## src/rtl/mcrq_pkg.sv

```systemverilog
// ----------------------------------------------------------------------------
// Ready queue scheduler package
// Shared types, command and result codes, and register indexes for the
// multi-CPU ready queue scheduler.
// ----------------------------------------------------------------------------
package mcrq_pkg;

    // Built sizes used as parameter defaults on the top level.
    localparam int NUM_CPUS_DEF    = 4;
    localparam int QUEUE_DEPTH_DEF = 32;
    localparam int ID_BITS_DEF     = 8;

    // Width of a priority value.
    localparam int PRIO_BITS = 4;

    // Commands carried by an input transaction.
    localparam logic [2:0] CMD_WAKE    = 3'd0;
    localparam logic [2:0] CMD_PREEMPT = 3'd1;
    localparam logic [2:0] CMD_YIELD   = 3'd2;
    localparam logic [2:0] CMD_TERM    = 3'd3;
    localparam logic [2:0] CMD_IDLE    = 3'd4;

    // Kinds of result transaction.
    localparam logic [1:0] KIND_DISPATCH = 2'd0;
    localparam logic [1:0] KIND_IDLE     = 2'd1;
    localparam logic [1:0] KIND_PREEMPT  = 2'd2;
    localparam logic [1:0] KIND_DROP     = 2'd3;

    // Scheduling modes; the unused code behaves as FIFO.
    localparam logic [1:0] MODE_FIFO = 2'd0;
    localparam logic [1:0] MODE_RR   = 2'd1;
    localparam logic [1:0] MODE_PRIO = 2'd2;

    // Configuration register indexes.
    localparam logic [1:0] REG_MODE  = 2'd0;
    localparam logic [1:0] REG_SLICE = 2'd1;
    localparam logic [1:0] REG_CPUS  = 2'd2;

    // Input transaction.
    typedef struct packed {
        logic [2:0] command;
        logic [1:0] cpu;
        logic [7:0] process_id;
        logic [3:0] priority_req;
    } t_cmd;

    // Result transaction.
    typedef struct packed {
        logic [1:0]  result_kind;
        logic [1:0]  target_cpu;
        logic [7:0]  dispatched_id;
        logic [15:0] slice_length;
    } t_res;

endpackage

```

## src/rtl/multi_cpu_ready_queue_scheduler_unit.sv

```systemverilog
// ----------------------------------------------------------------------------
// Multi-CPU ready queue scheduler
// Ready queue and dispatcher for several CPUs in FIFO, round robin or static
// priority mode, driven by one small sequencer around a queue RAM.
// ----------------------------------------------------------------------------
// Usage: an event transaction is taken when start is high and busy is low.
// While busy is high the block works on that event and takes no other.
// A result, if the event gives one, appears on o_res for exactly one cycle
// with o_valid high; the receiver cannot stall it, so it must take it then.
// The configuration port writes a register; write it only while
// the block is idle.
// Handling: a queue-full drop, an idle dispatch on an empty queue and an
// ignored event finish without raising busy. A dispatch from the queue
// passes through the head-use state. A wake-up in FIFO or round robin mode
// writes the tail, then feeds a waiting CPU from the head if there is one.
// In priority mode the sorted insert scans the queue from its head for the
// insert point and then moves the entries behind it up from the tail, one
// read and one write per entry; the wake-up then feeds a waiting CPU or,
// with every CPU in use running, checks them in turn for a preempt.
// A preempt with requeue pops the head, then inserts the preempted process.
// Reset: the queue is empty, no CPU runs or waits, and the registers take
// FIFO mode, a slice of 1 and four CPUs. No clearing pass is needed.
// ----------------------------------------------------------------------------
module multi_cpu_ready_queue_scheduler_unit #(
    parameter int NUM_CPUS    = mcrq_pkg::NUM_CPUS_DEF,
    parameter int QUEUE_DEPTH = mcrq_pkg::QUEUE_DEPTH_DEF,
    parameter int ID_BITS     = mcrq_pkg::ID_BITS_DEF
) (
    input  logic           i_clk,
    input  logic           i_rst_n,
    input  logic           start,
    output logic           busy,
    input  mcrq_pkg::t_cmd i_cmd,
    output logic           o_valid,
    output mcrq_pkg::t_res o_res,
    input  logic           i_cfg_we,
    input  logic [1:0]     i_cfg_addr,
    input  logic [15:0]    i_cfg_wdata
);

    localparam int PB   = mcrq_pkg::PRIO_BITS;
    localparam int AW   = $clog2(QUEUE_DEPTH);
    localparam int CNTW = $clog2(QUEUE_DEPTH + 1);
    localparam int CW   = (NUM_CPUS > 1) ? $clog2(NUM_CPUS) : 1;
    localparam int NW   = $clog2(NUM_CPUS + 1);
    localparam int WW   = ID_BITS + PB;

    typedef enum logic [7:0] {
        S_IDLE      = 8'b00000001,
        S_INS_RD    = 8'b00000010,
        S_INS_CMP   = 8'b00000100,
        S_WAKE_POST = 8'b00001000,
        S_HEAD_USE  = 8'b00010000,
        S_MIN       = 8'b00100000,
        S_SCAN_RD   = 8'b01000000,
        S_SCAN_CMP  = 8'b10000000
    } t_state;

    // Logical queue position to RAM address, wrapping past the end.
    function automatic logic [AW-1:0] f_phys(input logic [AW-1:0] head,
                                             input logic [CNTW-1:0] pos);
        logic [AW:0] s;
        s = {1'b0, head} + (AW+1)'(pos);
        if (s >= (AW+1)'(QUEUE_DEPTH)) begin
            s = s - (AW+1)'(QUEUE_DEPTH);
        end
        return s[AW-1:0];
    endfunction

    // Builds one result transaction.
    function automatic mcrq_pkg::t_res f_res(input logic [1:0] kind,
                                             input logic [CW-1:0] cpu,
                                             input logic [ID_BITS-1:0] id,
                                             input logic [15:0] slice);
        mcrq_pkg::t_res r;
        r.result_kind   = kind;
        r.target_cpu    = 2'(cpu);
        r.dispatched_id = 8'(id);
        r.slice_length  = slice;
        return r;
    endfunction

    t_state               r_state, n_state;
    logic [CNTW-1:0]      r_cnt, n_cnt;
    logic [AW-1:0]        r_head, n_head;
    logic [CNTW-1:0]      r_k, n_k;
    logic [CNTW-1:0]      r_pos, n_pos;
    logic [ID_BITS-1:0]   r_ins_id, n_ins_id;
    logic [PB-1:0]        r_ins_prio, n_ins_prio;
    logic                 r_post_wake, n_post_wake;
    logic                 r_pre, n_pre;
    logic [ID_BITS-1:0]   r_cur_id, n_cur_id;
    logic [PB-1:0]        r_cur_prio, n_cur_prio;
    logic [CW-1:0]        r_tcpu, n_tcpu;
    logic [CW-1:0]        r_ci, n_ci;
    logic [PB:0]          r_min, n_min;
    logic [CW-1:0]        r_best, n_best;
    logic [NUM_CPUS-1:0]  r_running, n_running;
    logic [NUM_CPUS-1:0]  r_waiting, n_waiting;
    logic                 r_valid, n_valid;
    mcrq_pkg::t_res       r_res, n_res;
    logic [1:0]           r_mode;
    logic [15:0]          r_slice;
    logic [2:0]           r_ccount;

    logic [ID_BITS-1:0]   r_proc  [NUM_CPUS];
    logic [PB-1:0]        r_cprio [NUM_CPUS];

    logic                 cpu_we;
    logic [CW-1:0]        cpu_widx;
    logic [ID_BITS-1:0]   cpu_wid;
    logic [PB-1:0]        cpu_wprio;
    logic [CW-1:0]        cpu_ridx;
    logic [ID_BITS-1:0]   cpu_rid;
    logic [PB-1:0]        cpu_rprio;

    logic                 ram_we;
    logic [AW-1:0]        ram_waddr;
    logic [WW-1:0]        ram_wdata;
    logic [AW-1:0]        ram_raddr;
    logic [WW-1:0]        ram_rdata;

    logic [NW-1:0]        n_eff;
    logic [NUM_CPUS-1:0]  act;
    logic [NUM_CPUS-1:0]  wv;
    logic [CW-1:0]        widx;
    logic [15:0]          slice;
    logic [CW-1:0]        in_cpu;
    logic                 cpu_ok;
    logic [ID_BITS-1:0]   h_id;
    logic [PB-1:0]        h_prio;

    // Queue storage: entries hold the process id above its priority.
    mcrq_ram #(
        .WIDTH (WW),
        .DEPTH (QUEUE_DEPTH)
    ) u_queue (
        .i_clk   (i_clk),
        .i_we    (ram_we),
        .i_waddr (ram_waddr),
        .i_wdata (ram_wdata),
        .i_raddr (ram_raddr),
        .o_rdata (ram_rdata)
    );

    assign h_id   = ram_rdata[WW-1:PB];
    assign h_prio = ram_rdata[PB-1:0];

    // Effective CPU count, clamped to the built range.
    always_comb begin
        if (r_ccount == 3'd0) begin
            n_eff = NW'(1);
        end else if (32'(r_ccount) > NUM_CPUS) begin
            n_eff = NW'(NUM_CPUS);
        end else begin
            n_eff = NW'(r_ccount);
        end
    end

    for (genvar g = 0; g < NUM_CPUS; g++) begin : g_act
        assign act[g] = 32'(n_eff) > g;
    end

    // Lowest-numbered waiting CPU in use.
    assign wv = r_waiting & act;
    always_comb begin
        widx = '0;
        for (int i = NUM_CPUS - 1; i >= 0; i--) begin
            if (wv[i]) begin
                widx = CW'(i);
            end
        end
    end

    assign slice  = (r_mode == mcrq_pkg::MODE_RR) ? r_slice : 16'd0;
    assign in_cpu = CW'(i_cmd.cpu);
    assign cpu_ok = 32'(i_cmd.cpu) < 32'(n_eff);

    // One read index into the per-CPU tables.
    assign cpu_ridx  = (r_state == S_IDLE) ? in_cpu : r_ci;
    assign cpu_rid   = r_proc[cpu_ridx];
    assign cpu_rprio = r_cprio[cpu_ridx];

    // Read address: the scanned entry, the entry just before the slot that the
    // shift walk fills next, otherwise the head.
    assign ram_raddr = (r_state == S_SCAN_RD) ? f_phys(r_head, r_pos) :
                       (r_state == S_INS_RD && r_k != '0) ?
                       f_phys(r_head, r_k - CNTW'(1)) : r_head;

    // Sequencer.
    always_comb begin
        logic [PB:0] m;
        logic [CW-1:0] b;
        n_state     = r_state;
        n_cnt       = r_cnt;
        n_head      = r_head;
        n_k         = r_k;
        n_pos       = r_pos;
        n_ins_id    = r_ins_id;
        n_ins_prio  = r_ins_prio;
        n_post_wake = r_post_wake;
        n_pre       = r_pre;
        n_cur_id    = r_cur_id;
        n_cur_prio  = r_cur_prio;
        n_tcpu      = r_tcpu;
        n_ci        = r_ci;
        n_min       = r_min;
        n_best      = r_best;
        n_running   = r_running;
        n_waiting   = r_waiting;
        n_valid     = 1'b0;
        n_res       = r_res;
        cpu_we      = 1'b0;
        cpu_widx    = r_tcpu;
        cpu_wid     = r_cur_id;
        cpu_wprio   = r_cur_prio;
        ram_we      = 1'b0;
        ram_waddr   = f_phys(r_head, r_k);
        ram_wdata   = {r_ins_id, r_ins_prio};
        m           = r_min;
        b           = r_best;

        case (r_state)
            S_IDLE: begin
                if (start) begin
                    if (i_cmd.command == mcrq_pkg::CMD_WAKE) begin
                        if (r_cnt == CNTW'(QUEUE_DEPTH)) begin
                            // Full queue: the wake-up is dropped and flagged.
                            n_valid = 1'b1;
                            n_res   = f_res(mcrq_pkg::KIND_DROP, '0,
                                            ID_BITS'(i_cmd.process_id), 16'd0);
                        end else begin
                            n_ins_id    = ID_BITS'(i_cmd.process_id);
                            n_ins_prio  = i_cmd.priority_req;
                            n_post_wake = 1'b1;
                            n_k         = r_cnt;
                            n_pos       = '0;
                            n_state     = (r_mode == mcrq_pkg::MODE_PRIO && r_cnt != '0) ?
                                          S_SCAN_RD : S_INS_RD;
                        end
                    end else if (i_cmd.command <= mcrq_pkg::CMD_IDLE && cpu_ok) begin
                        n_tcpu = in_cpu;
                        if (i_cmd.command == mcrq_pkg::CMD_PREEMPT && r_running[in_cpu]
                            && (r_mode == mcrq_pkg::MODE_RR
                                || r_mode == mcrq_pkg::MODE_PRIO)) begin
                            n_cur_id   = cpu_rid;
                            n_cur_prio = cpu_rprio;
                            if (r_cnt == '0) begin
                                // Nothing to swap in: the same process runs on.
                                n_running[in_cpu] = 1'b1;
                                n_waiting[in_cpu] = 1'b0;
                                n_valid = 1'b1;
                                n_res   = f_res(mcrq_pkg::KIND_DISPATCH, in_cpu,
                                                cpu_rid, slice);
                            end else begin
                                n_pre   = 1'b1;
                                n_state = S_HEAD_USE;
                            end
                        end else begin
                            n_running[in_cpu] = 1'b0;
                            if (r_cnt == '0) begin
                                if (i_cmd.command == mcrq_pkg::CMD_IDLE) begin
                                    n_waiting[in_cpu] = 1'b1;
                                end else begin
                                    n_waiting[in_cpu] = 1'b0;
                                    n_valid = 1'b1;
                                    n_res   = f_res(mcrq_pkg::KIND_IDLE, in_cpu,
                                                    '0, slice);
                                end
                            end else begin
                                n_pre   = 1'b0;
                                n_state = S_HEAD_USE;
                            end
                        end
                    end
                end
            end

            S_SCAN_RD: begin
                n_state = S_SCAN_CMP;
            end

            S_SCAN_CMP: begin
                // The first entry from the head that ranks below the new one
                // marks the insert point; otherwise it goes at the tail.
                if (h_prio < r_ins_prio) begin
                    n_state = S_INS_RD;
                end else begin
                    n_pos   = r_pos + CNTW'(1);
                    n_state = (r_pos + CNTW'(1) == r_k) ? S_INS_RD : S_SCAN_RD;
                end
            end

            S_INS_RD: begin
                // Place the new entry at once outside priority mode, else once the walk reaches the insert point.
                if (r_mode != mcrq_pkg::MODE_PRIO || r_k == r_pos) begin
                    ram_we  = 1'b1;
                    n_cnt   = r_cnt + CNTW'(1);
                    n_state = r_post_wake ? S_WAKE_POST : S_IDLE;
                end else begin
                    n_state = S_INS_CMP;
                end
            end

            S_INS_CMP: begin
                // Entry behind the insert point moves one place towards the tail.
                ram_we    = 1'b1;
                ram_wdata = ram_rdata;
                n_k       = r_k - CNTW'(1);
                n_state   = S_INS_RD;
            end

            S_WAKE_POST: begin
                if (wv != '0) begin
                    n_tcpu  = widx;
                    n_pre   = 1'b0;
                    n_state = S_HEAD_USE;
                end else if (r_mode != mcrq_pkg::MODE_PRIO
                             || !(&(r_running | ~act))) begin
                    n_state = S_IDLE;
                end else begin
                    n_ci    = '0;
                    n_min   = {1'b1, {PB{1'b0}}};
                    n_best  = '0;
                    n_state = S_MIN;
                end
            end

            S_MIN: begin
                // One CPU per cycle through the shared compare.
                if ({1'b0, cpu_rprio} < r_min) begin
                    m = {1'b0, cpu_rprio};
                    b = r_ci;
                end
                n_min  = m;
                n_best = b;
                n_ci   = r_ci + CW'(1);
                if (32'(r_ci) == 32'(n_eff) - 1) begin
                    n_state = S_IDLE;
                    if (m < {1'b0, r_ins_prio}) begin
                        n_valid = 1'b1;
                        n_res   = f_res(mcrq_pkg::KIND_PREEMPT, b, '0, 16'd0);
                    end
                end
            end

            S_HEAD_USE: begin
                cpu_we = 1'b1;
                n_running[r_tcpu] = 1'b1;
                n_waiting[r_tcpu] = 1'b0;
                n_valid = 1'b1;
                if (r_pre && r_mode == mcrq_pkg::MODE_PRIO && r_cur_prio > h_prio) begin
                    // Preempted process outranks the head and keeps the CPU.
                    n_res   = f_res(mcrq_pkg::KIND_DISPATCH, r_tcpu, r_cur_id, slice);
                    n_state = S_IDLE;
                end else begin
                    cpu_wid   = h_id;
                    cpu_wprio = h_prio;
                    n_res     = f_res(mcrq_pkg::KIND_DISPATCH, r_tcpu, h_id, slice);
                    n_head    = (32'(r_head) == QUEUE_DEPTH - 1) ? '0 : r_head + AW'(1);
                    n_cnt     = r_cnt - CNTW'(1);
                    if (r_pre) begin
                        // Requeue the preempted process: at the tail, or by sorted insert in priority mode.
                        n_ins_id    = r_cur_id;
                        n_ins_prio  = r_cur_prio;
                        n_post_wake = 1'b0;
                        n_k         = r_cnt - CNTW'(1);
                        n_pos       = '0;
                        n_state     = (r_mode == mcrq_pkg::MODE_PRIO
                                       && r_cnt != CNTW'(1)) ? S_SCAN_RD : S_INS_RD;
                    end else begin
                        n_state = S_IDLE;
                    end
                end
            end

            default: begin
                n_state = S_IDLE;
            end
        endcase
    end

    // Control state and configuration registers.
    always_ff @(posedge i_clk) begin
        if (!i_rst_n) begin
            r_state   <= S_IDLE;
            r_cnt     <= '0;
            r_head    <= '0;
            r_running <= '0;
            r_waiting <= '0;
            r_valid   <= 1'b0;
            r_mode    <= mcrq_pkg::MODE_FIFO;
            r_slice   <= 16'd1;
            r_ccount  <= 3'd4;
        end else begin
            r_state   <= n_state;
            r_cnt     <= n_cnt;
            r_head    <= n_head;
            r_running <= n_running;
            r_waiting <= n_waiting;
            r_valid   <= n_valid;
            if (i_cfg_we) begin
                case (i_cfg_addr)
                    mcrq_pkg::REG_MODE:  r_mode   <= i_cfg_wdata[1:0];
                    mcrq_pkg::REG_SLICE: r_slice  <= i_cfg_wdata;
                    mcrq_pkg::REG_CPUS:  r_ccount <= i_cfg_wdata[2:0];
                    default: ;
                endcase
            end
        end
    end

    // Payload registers.
    always_ff @(posedge i_clk) begin
        r_k         <= n_k;
        r_pos       <= n_pos;
        r_ins_id    <= n_ins_id;
        r_ins_prio  <= n_ins_prio;
        r_post_wake <= n_post_wake;
        r_pre       <= n_pre;
        r_cur_id    <= n_cur_id;
        r_cur_prio  <= n_cur_prio;
        r_tcpu      <= n_tcpu;
        r_ci        <= n_ci;
        r_min       <= n_min;
        r_best      <= n_best;
        r_res       <= n_res;
        if (cpu_we) begin
            r_proc[cpu_widx]  <= cpu_wid;
            r_cprio[cpu_widx] <= cpu_wprio;
        end
    end

    assign busy    = (r_state != S_IDLE);
    assign o_valid = r_valid;
    assign o_res   = r_res;

`ifndef SYNTH
    // The fill count never passes the queue depth.
    a_cnt_range: assert property (@(posedge i_clk) disable iff (!i_rst_n)
        32'(r_cnt) <= QUEUE_DEPTH)
        else $error("queue count beyond depth");

    // A CPU never both runs a process and waits for one.
    a_run_wait: assert property (@(posedge i_clk) disable iff (!i_rst_n)
        (r_running & r_waiting) == '0)
        else $error("CPU running and waiting at once");

    // A wake-up on a full queue is dropped in the next cycle.
    a_drop: assert property (@(posedge i_clk) disable iff (!i_rst_n)
        (start && !busy && i_cmd.command == mcrq_pkg::CMD_WAKE
         && r_cnt == CNTW'(QUEUE_DEPTH))
        |=> (o_valid && o_res.result_kind == mcrq_pkg::KIND_DROP && !busy))
        else $error("full-queue wake-up not dropped");

    // Every shift step follows the read of the entry it moves.
    a_cmp_mode: assert property (@(posedge i_clk) disable iff (!i_rst_n)
        (r_state == S_INS_CMP) |-> $past(r_state == S_INS_RD))
        else $error("insert compare without a read");
`endif

endmodule

```

## src/rtl/mcrq_ram.sv

```systemverilog
// ----------------------------------------------------------------------------
// Generic RAM
// One write port and one read port with registered read data.
// ----------------------------------------------------------------------------
module mcrq_ram #(
    parameter int WIDTH = 12,
    parameter int DEPTH = 32
) (
    input  logic                     i_clk,
    input  logic                     i_we,
    input  logic [$clog2(DEPTH)-1:0] i_waddr,
    input  logic [WIDTH-1:0]         i_wdata,
    input  logic [$clog2(DEPTH)-1:0] i_raddr,
    output logic [WIDTH-1:0]         o_rdata
);

    logic [WIDTH-1:0] r_mem [DEPTH];
    logic [WIDTH-1:0] r_rdata;

    // Write port and registered read port.
    always_ff @(posedge i_clk) begin
        if (i_we) begin
            r_mem[i_waddr] <= i_wdata;
        end
        r_rdata <= r_mem[i_raddr];
    end

    assign o_rdata = r_rdata;

endmodule
```

## config.mk

```make
export PLATFORM = sky130hd
export DESIGN_NAME = multi_cpu_ready_queue_scheduler_unit
export DESIGN_NICKNAME = d
export VERILOG_FILES = /design/src/rtl/mcrq_pkg.sv /design/src/rtl/multi_cpu_ready_queue_scheduler_unit.sv /design/src/rtl/mcrq_ram.sv
export SDC_FILE = /design/constraint.sdc
export NUM_CORES = 1
export LEC_CHECK = 0
export ABC_AREA = 1
export BUFFER_PORTS_ARGS = -buffer_cell sky130_fd_sc_hd__buf_2
export CORE_ASPECT_RATIO = 1.4
export CORE_MARGIN = 2
export CORE_UTILIZATION = 40
export CTS_BUF_LIST = sky130_fd_sc_hd__clkbuf_8
export DETAILED_ROUTE_END_ITERATION = 10
export GPL_ROUTABILITY_DRIVEN = 0
export SYNTH_ARGS = -nofsm -noshare
export SYNTH_HDL_FRONTEND = slang
export SYNTH_HIERARCHICAL = 1
export SYNTH_SLANG_ARGS = --single-unit
```

## constraint.sdc

```tcl
create_clock -name i_clk -period 4.5 [get_ports i_clk]
set_clock_uncertainty 0.1 [all_clocks]
set_input_delay 0.675 -clock i_clk [delete_from_list [all_inputs] [get_ports i_clk]]
set_output_delay 0.675 -clock i_clk [all_outputs]
set_load 0.05 [all_outputs]
```

# Word-level counts from Yosys, hierarchy flattened
# Memory sizes are Yosys's and may differ from the RTL's. A register that Yosys moved wholly into a read port is not among the register bits.
# Cells that the tools add are included.
dict set report totals {
  ramBits 432
  latchBits 0
  rom_bits 0
  word_cells 305
  memories 3
  ff_bits 126
}
# memory depth word_bits read_ports rd_clocked_by_memory_dff wr line
set memory_table {}
lappend memory_table {u_queue.r_mem 32 12 1 1 1 mcrq_ram.sv:17} ;# logic [WIDTH-1:0] r_mem [DEPTH];
lappend memory_table {r_proc 4 8 1 0 1 multi_cpu_ready_queue_scheduler_unit.sv:106} ;# logic [ID_BITS-1:0] r_proc [NUM_CPUS];
lappend memory_table {r_cprio 4 4 1 0 1 multi_cpu_ready_queue_scheduler_unit.sv:107} ;# logic [PB-1:0] r_cprio [NUM_CPUS];
dict set report op_classes {
  muxes 143
  bitwise 13
  n_div 0
  magnitude_cmp 18
  eq_ne 45
  multipliers 0
  reduce_logical 45
  add_sub_neg 13
  shift 0
}
# cell n
set op_table {}
lappend op_table {{2-to-1 mux 28 bit} 10}
lappend op_table {{2-to-1 mux 8 bit} 13}
lappend op_table {{2-to-1 mux 6 bit} 15}
lappend op_table {{2-to-1 mux 4 bit} 21}
lappend op_table {{one-hot mux 28 bit (3 select lines)} 1}
lappend op_table {{one-hot mux 8 bit (8 select lines)} 1}
lappend op_table {{2-to-1 mux 5 bit} 10}
lappend op_table {{2-to-1 mux 7 bit} 6}
lappend op_table {{one-hot mux 6 bit (3 select lines)} 2}
lappend op_table {{equality test 2 x 32 -> 1 bit} 1}
lappend op_table {{2-to-1 mux 1 bit} 31}
lappend op_table {{!= test 2 bit, second input constant} 13}
lappend op_table {{AND reduction 5 bit} 5}
lappend op_table {{2-to-1 mux 2 bit} 12}
lappend op_table {{2-to-1 mux 24 bit} 1}
lappend op_table {{one-hot mux 4 bit (2 select lines)} 3}
lappend op_table {{adder 5 x 6 -> 6 bit} 3}
lappend op_table {{greater-or-equal comparator 6 bit, second input constant} 3}
lappend op_table {{AND reduction 6 bit} 3}
lappend op_table {{AND 4 bit} 4}
lappend op_table {{2-to-1 mux 16 bit} 1}
lappend op_table {{bitwise OR 4 bit} 4}
lappend op_table {{one-hot mux 8 bit (2 select lines)} 1}
lappend op_table {{subtractor 5 x 1 -> 5 bit, second input constant} 3}
lappend op_table {{other kinds (64)} 110}

# Logic depth before layout (Yosys ltp)
dict set report logic_depth {
  depth_word 13
  depth_mapped 25
  depth_no_buf 24
}

# By module
# The synthesis kept the hierarchy.
# mod area_per_inst_um2 cells_per_inst n_inst seq_area_each_um2
set by_module_without_submodules {}
lappend by_module_without_submodules {mcrq_ram 15899.0 1358 1 11771.3}
lappend by_module_without_submodules {multi_cpu_ready_queue_scheduler_unit 9381.5 1064 1 4734.5}

# Worst setup path after synthesis
# No wires, ideal clock.
dict set report synth_path {
  path_kind {input to register}
  start {in i_cmd[12] (netlist bit)}
  end {reg r_res (netlist bit o_res[0]) (enable)}
  required_ps 4015
  setup_time_ps 385
  arrival_ps 3642
  path_stages 21
  n_path_buf 1
  path_slack_ps 372
  cell_sequence {nand3_1 > nand2_2 > inv_2 > buf_2 > o21ai_0 > o22ai_2 > ha_1 > inv_1 > nor2_1 > and3_1 > nand2_2 > nand2_2 > inv_2 > nand2_1 > o21a_1 > inv_1 > ha_1 > a21o_1 > a21oi_1 > nand3_2 > nand2_1}
}
dict set report synth_between {
  elab_chain_cells 8
  word_cells_on_any_way 16
}
# element line
set synth_lines {}
lappend synth_lines {{start: declaration} multi_cpu_ready_queue_scheduler_unit.sv:33} ;# input mcrq_pkg::t_cmd i_cmd,
lappend synth_lines {{2-to-1 mux 2 bit (*)} multi_cpu_ready_queue_scheduler_unit.sv:180} ;# assign cpu_ridx = (r_state == S_IDLE) ? in_cpu : r_ci;
lappend synth_lines {{memory (4 x 4 bit) (*)} -}
lappend synth_lines {{named net cpu_rprio[3]} multi_cpu_ready_queue_scheduler_unit.sv:115} ;# logic [PB-1:0] cpu_rprio;
lappend synth_lines {{< comparator 4 x 5 -> 1 bit} multi_cpu_ready_queue_scheduler_unit.sv:331} ;# if ({1'b0, cpu_rprio} < r_min) begin
lappend synth_lines {{2-to-1 mux 5 bit (*)} multi_cpu_ready_queue_scheduler_unit.sv:331}
lappend synth_lines {{2-to-1 mux 5 bit (*)} multi_cpu_ready_queue_scheduler_unit.sv:223} ;# case (r_state)
lappend synth_lines {{< comparator 5 x 4 -> 1 bit (*)} multi_cpu_ready_queue_scheduler_unit.sv:340} ;# if (m < {1'b0, r_ins_prio}) begin
lappend synth_lines {{!= test 2 bit (no line) (*)} -}
lappend synth_lines {{AND reduction 8 bit (no line) (*)} -}
lappend synth_lines {{end signal: assignment} multi_cpu_ready_queue_scheduler_unit.sv:427} ;# r_res <= n_res;
lappend synth_lines {{end: declaration} multi_cpu_ready_queue_scheduler_unit.sv:101} ;# mcrq_pkg::t_res r_res, n_res;
# Mark *: on every way through the listed nets, which the timed path passes. The rest lies on a longest branch. The select of a mux whose other input is x is not followed.
# A chain may end at the register's enable or synchronous reset.

# Final worst setup path
dict set report layout_path {
  start {reg r_state[4]}
  end {reg r_res (netlist bit o_res[18]) (enable)}
}
dict set report layout_between {
  elab_chain_cells 9
  word_cells_on_any_way 18
}
# element line
set layout_lines {}
lappend layout_lines {{start: declaration} multi_cpu_ready_queue_scheduler_unit.sv:83} ;# t_state r_state, n_state;
lappend layout_lines {{start signal: assignment} multi_cpu_ready_queue_scheduler_unit.sv:396} ;# r_state <= n_state;
lappend layout_lines {{equality test 8 x 1 -> 1 bit (*)} multi_cpu_ready_queue_scheduler_unit.sv:180}
lappend layout_lines {{2-to-1 mux 2 bit (*)} multi_cpu_ready_queue_scheduler_unit.sv:180}
lappend layout_lines {{memory (4 x 4 bit) (*)} -}
lappend layout_lines {{named net cpu_rprio[1]} multi_cpu_ready_queue_scheduler_unit.sv:115}
lappend layout_lines {{< comparator 4 x 5 -> 1 bit} multi_cpu_ready_queue_scheduler_unit.sv:331}
lappend layout_lines {{2-to-1 mux 5 bit (*)} multi_cpu_ready_queue_scheduler_unit.sv:331}
lappend layout_lines {{2-to-1 mux 5 bit (*)} multi_cpu_ready_queue_scheduler_unit.sv:223}
lappend layout_lines {{< comparator 5 x 4 -> 1 bit (*)} multi_cpu_ready_queue_scheduler_unit.sv:340}
lappend layout_lines {{!= test 2 bit (no line) (*)} -}
lappend layout_lines {{AND reduction 8 bit (no line) (*)} -}
# Marks and branches as above.

==> summary.md <==
| Metric | Value |
|---|---|
| Run status | completed |
| Vias/cell | roughly 5.2 |
| Global Route Usage Sum | between 10% and 20% |
| Crit share post-route | just over 90% |
| Root buffer cell | clkbuf_8 |
| Setup crit start kind | flip-flop |
| Router iterations before antenna repair | 5 |
| Top cells by area, synth | edfxtp_1 60%, nand2_1 11%, nand3_1 6.7% |
| Synth Warn # | 6 |
| Area Overhead vs Synth | 12.29% |
| Pleak | around 0.011 uW |
| Die H | 301.5 um |
| Top cells by count, synth | 722 x nand2_1, 509 x edfxtp_1, 340 x nand3_1 |
| Hold Fails Final Rpt | 0 |
| DR iter-0 viols | around 1,700 |
| Die ar. | 0.06526 mm^2 |
| # IOs | 69 |
| Worst-path clk slew | 60 ps |
| CTS tree | yes |
| CP Data Required Time | around 4800 ps |
| Fmax | approximately 240 MHz |
| Initial antenna violation count | 1 |
| Sequential fraction of the synthesis area | 65.29% |
| Vias in the first global route | 17,573 |
| Layout Nets | ~2,600 |
| Crit Path Category | reg2reg |
| Top_reg_cell synth | edfxtp_1 |
| Global-route wire length before repair | slightly below 100,000 um |
| Area share of the largest cell type after synthesis | between 60% and 70% |
| Dpl ws | 262.5 ps |
| I/O Buffers | 68 |
| Std-Cell Rows | 109 |
| HPWL after DPL | between 40,000 and 50,000 um |
| Multi-input logic area | a little under 0.008 mm^2 |
| Ratio of cells with drive above 1 in the final layout | between 10% and 20% |
| Pins Over Slew Limit | 0 |
| CP endpoint kind | flip-flop |
| CP startpoint | r_state[4] |
| WP data arrival | 4390 ps |
| Htree depth | 3 |
| Post-route setup slack | between 300 and 400 ps |
| Routed wire length per instance | 18.43 um |
| Worst-Margin Slew | 1293 ps |
| Worst-case vdd ir drop | a little under 0.0004 V |
| Post-CTS Resized | 0 |
| Global route overflow | 0 |
| Hold-fix buffer count after cts | 0 |
| Synth Register Bits | 570 |
| Clock tree sinks | 570 |
| Num CTS Buffers | 86 |
| Synth area leader | edfxtp_1 |
| Total wire length | roughly 63,000 um |
| Power per Cell Area | ~480 mW/mm^2 |
| Avg Cell Area, Syn | between 10 and 15 um^2 |
| Vias post-DR | between 15,000 and 20,000 |
| CP Max Fanout | 12 |
| DRT antenna net count | 0 |
| Hold Path Class | in2reg |
| Post-Synthesis Cells | between 2,000 and 2,500 |
| Number of remaining DRC errors | 0 |
| Most numerous cell in the Yosys netlist | nand2_1 |
| Setup-failing EPs final | 0 |
| Max-cap violation count | 0 |
| Post-synth EDFFs | a little over 500 |
| Crit path to | o_res[18] |
| Fill cells | just under 6,000 |
| Yosys cell types | 55 |
| Mapped Nets | 2,504 |
| CTS Buffer Depth | 3 |
| R2r worst-path depth | 22 |
| Share of synthesized registers carrying an async set or reset | 0% |
| Reg-to-Reg End | o_res[18] |
| Slew margin rel. | ~13% |
| R2R Path Start | r_state[4] |
| R2r setup slk | about 390 ps |
| Syn Std Cell Area | between 0.02 and 0.03 mm^2 |
| RSZ-0062 raised after global routing | no |
| Skew-Pair Late Insertion Delay | 700 ps |
| Storage element area | between 0.015 and 0.02 mm^2 |
| Setup TNS Final | 0 ps |
| Core Area | 0.06287 mm^2 |
| Die Wd | 216.5 um |
| Initial Util | 40.21% |
| Largest net degree at the start of global routing | 103 |
| Setup Fix Bufs, Post-CTS | 0 |
| Tmin final | 4106 ps |
## worst min-delay path by stage
stage	start	end	slack, ps	cells past startpoint
after floorplan	r_slice[0]	r_slice[0]	330	2
after global placement	r_slice[0]	r_slice[0]	340	2
after detailed placement	r_slice[0]	r_slice[0]	350	2
after CTS	i_cfg_wdata[6]	r_slice[6]	70	3
after global routing	i_cfg_wdata[4]	r_slice[4]	110	3
final	i_cfg_wdata[6]	r_slice[6]	120	3
## cell type report
cell class / instances / area share, %
Sequential cell: 570 / 58.14
Multi-Input combinational cell: 1590 / 27.11
Clock buffer: 89 / 4.315
Tap cell: 832 / 3.667
Timing Repair Buffer: 127 / 3.200
Inverter: 148 / 1.966
Clock inverter: 67 / 1.587
Antenna cell: 1 / 0.008815
## through the flow
| stage | cells | total power [uW] | hold WS [ps] | cell area (um^2) | util, % |
|---|---|---|---|---|---|
| after global placement | 3267 | 9441 | 338.0 | 26700 | 42.47 |
| final | 3424 | 13620 | 119.8 | 28390 | 45.15 |
| after floorplan | 2422 | 8552 | 328.7 | 25280 | - |
| after detailed placement | 3267 | 9516 | 348.5 | 26700 | 42.47 |
| after global routing | 3424 | 14270 | 110.0 | 28390 | 45.15 |
| after CTS | 3423 | 13730 | 66.91 | 28380 | 45.13 |
## placed cells by master (no fill, tap or decap), types with 4 or more instances in the layout
cell type / n
nand2_2: 6
o21a_1: 7
buf_12: 10
a21oi_1: 42
buf_2: 68
nand2_1: 722
inv_2: 14
o21ai_0: 88
o22ai_1: 13
nand4_1: 9
a31oi_1: 5
clkinv_2: 13
o31ai_1: 4
xor2_1: 21
nand3_2: 6
bufinv_16: 5
clkinv_1: 26
nand3b_1: 4
ha_1: 40
clkbuf_8: 89
nor2_2: 5
dfxtp_1: 61
nor3_1: 17
inv_1: 149
nor4_1: 4
o21ai_4: 4
o211ai_1: 12
nor2_1: 171
a22oi_1: 6
o21ai_2: 6
o221ai_1: 7
nand3_1: 340
xnor2_1: 8
o21ai_1: 7
buf_4: 49
edfxtp_1: 509
## cells by family (layout without fill, tap and decap cells)
family | count (synthesis) | after routing | synth area share [%]
flops | 570 | 570 | 65.29
xor+xnor | 29 | 29 | 1.005
mux | 1 | 1 | 0.03960
simple gates | 1299 | 1299 | 21.76
other cells | 0 | 1 | 0
buf+inv | 262 | 431 | 4.553
fa+ha+maj | 43 | 43 | 2.217
compound gates | 218 | 218 | 5.137
## registers in the layout, summed over array words and instances, names as in the netlist, 8 cells and up, named ones only
register         count
u_queue/r_mem      384
r_proc              32
r_ins_id             8
r_slice             16
o_res               28
r_state              8
r_cprio             16
u_queue/o_rdata     12
r_cur_id             8
## power by group
group / internal [uW] / switching [uW] / total (uW)
Sequential: 6320 / 155 / 6470
Clock: 2150 / 2040 / 4190
Combinational: 808 / 2150 / 2960
## worst max-delay path, cell delays in order (launching register included)
cell and delay, ps:
dfxtp_1 300, inv_1 90, nand2_1 120, nor2_4 190
nand2_4 140, o21ai_2 260, buf_4 210, o21ai_0 80
o22ai_1 280, ha_1 290, and3_1 170, nand2_2 80
nand2_2 70, inv_2 130, nand2_1 80, o21a_1 130
inv_1 60, ha_1 230, a21o_1 180, a21oi_1 170
nand3_2 110, nand2_1 140, buf_4 210
## per-layer routing
layer / global-route usage (%) / routed length, um / up-vias
met5: 0 / 0 / -
met4: 9.508 / 2491 / 0
met3: 2.663 / 3383 / 126
met2: 34.10 / 32130 / 590
met1: 22.94 / 25090 / 8554
li1: - / - / 8549
(Power assumes the default switching activity.)
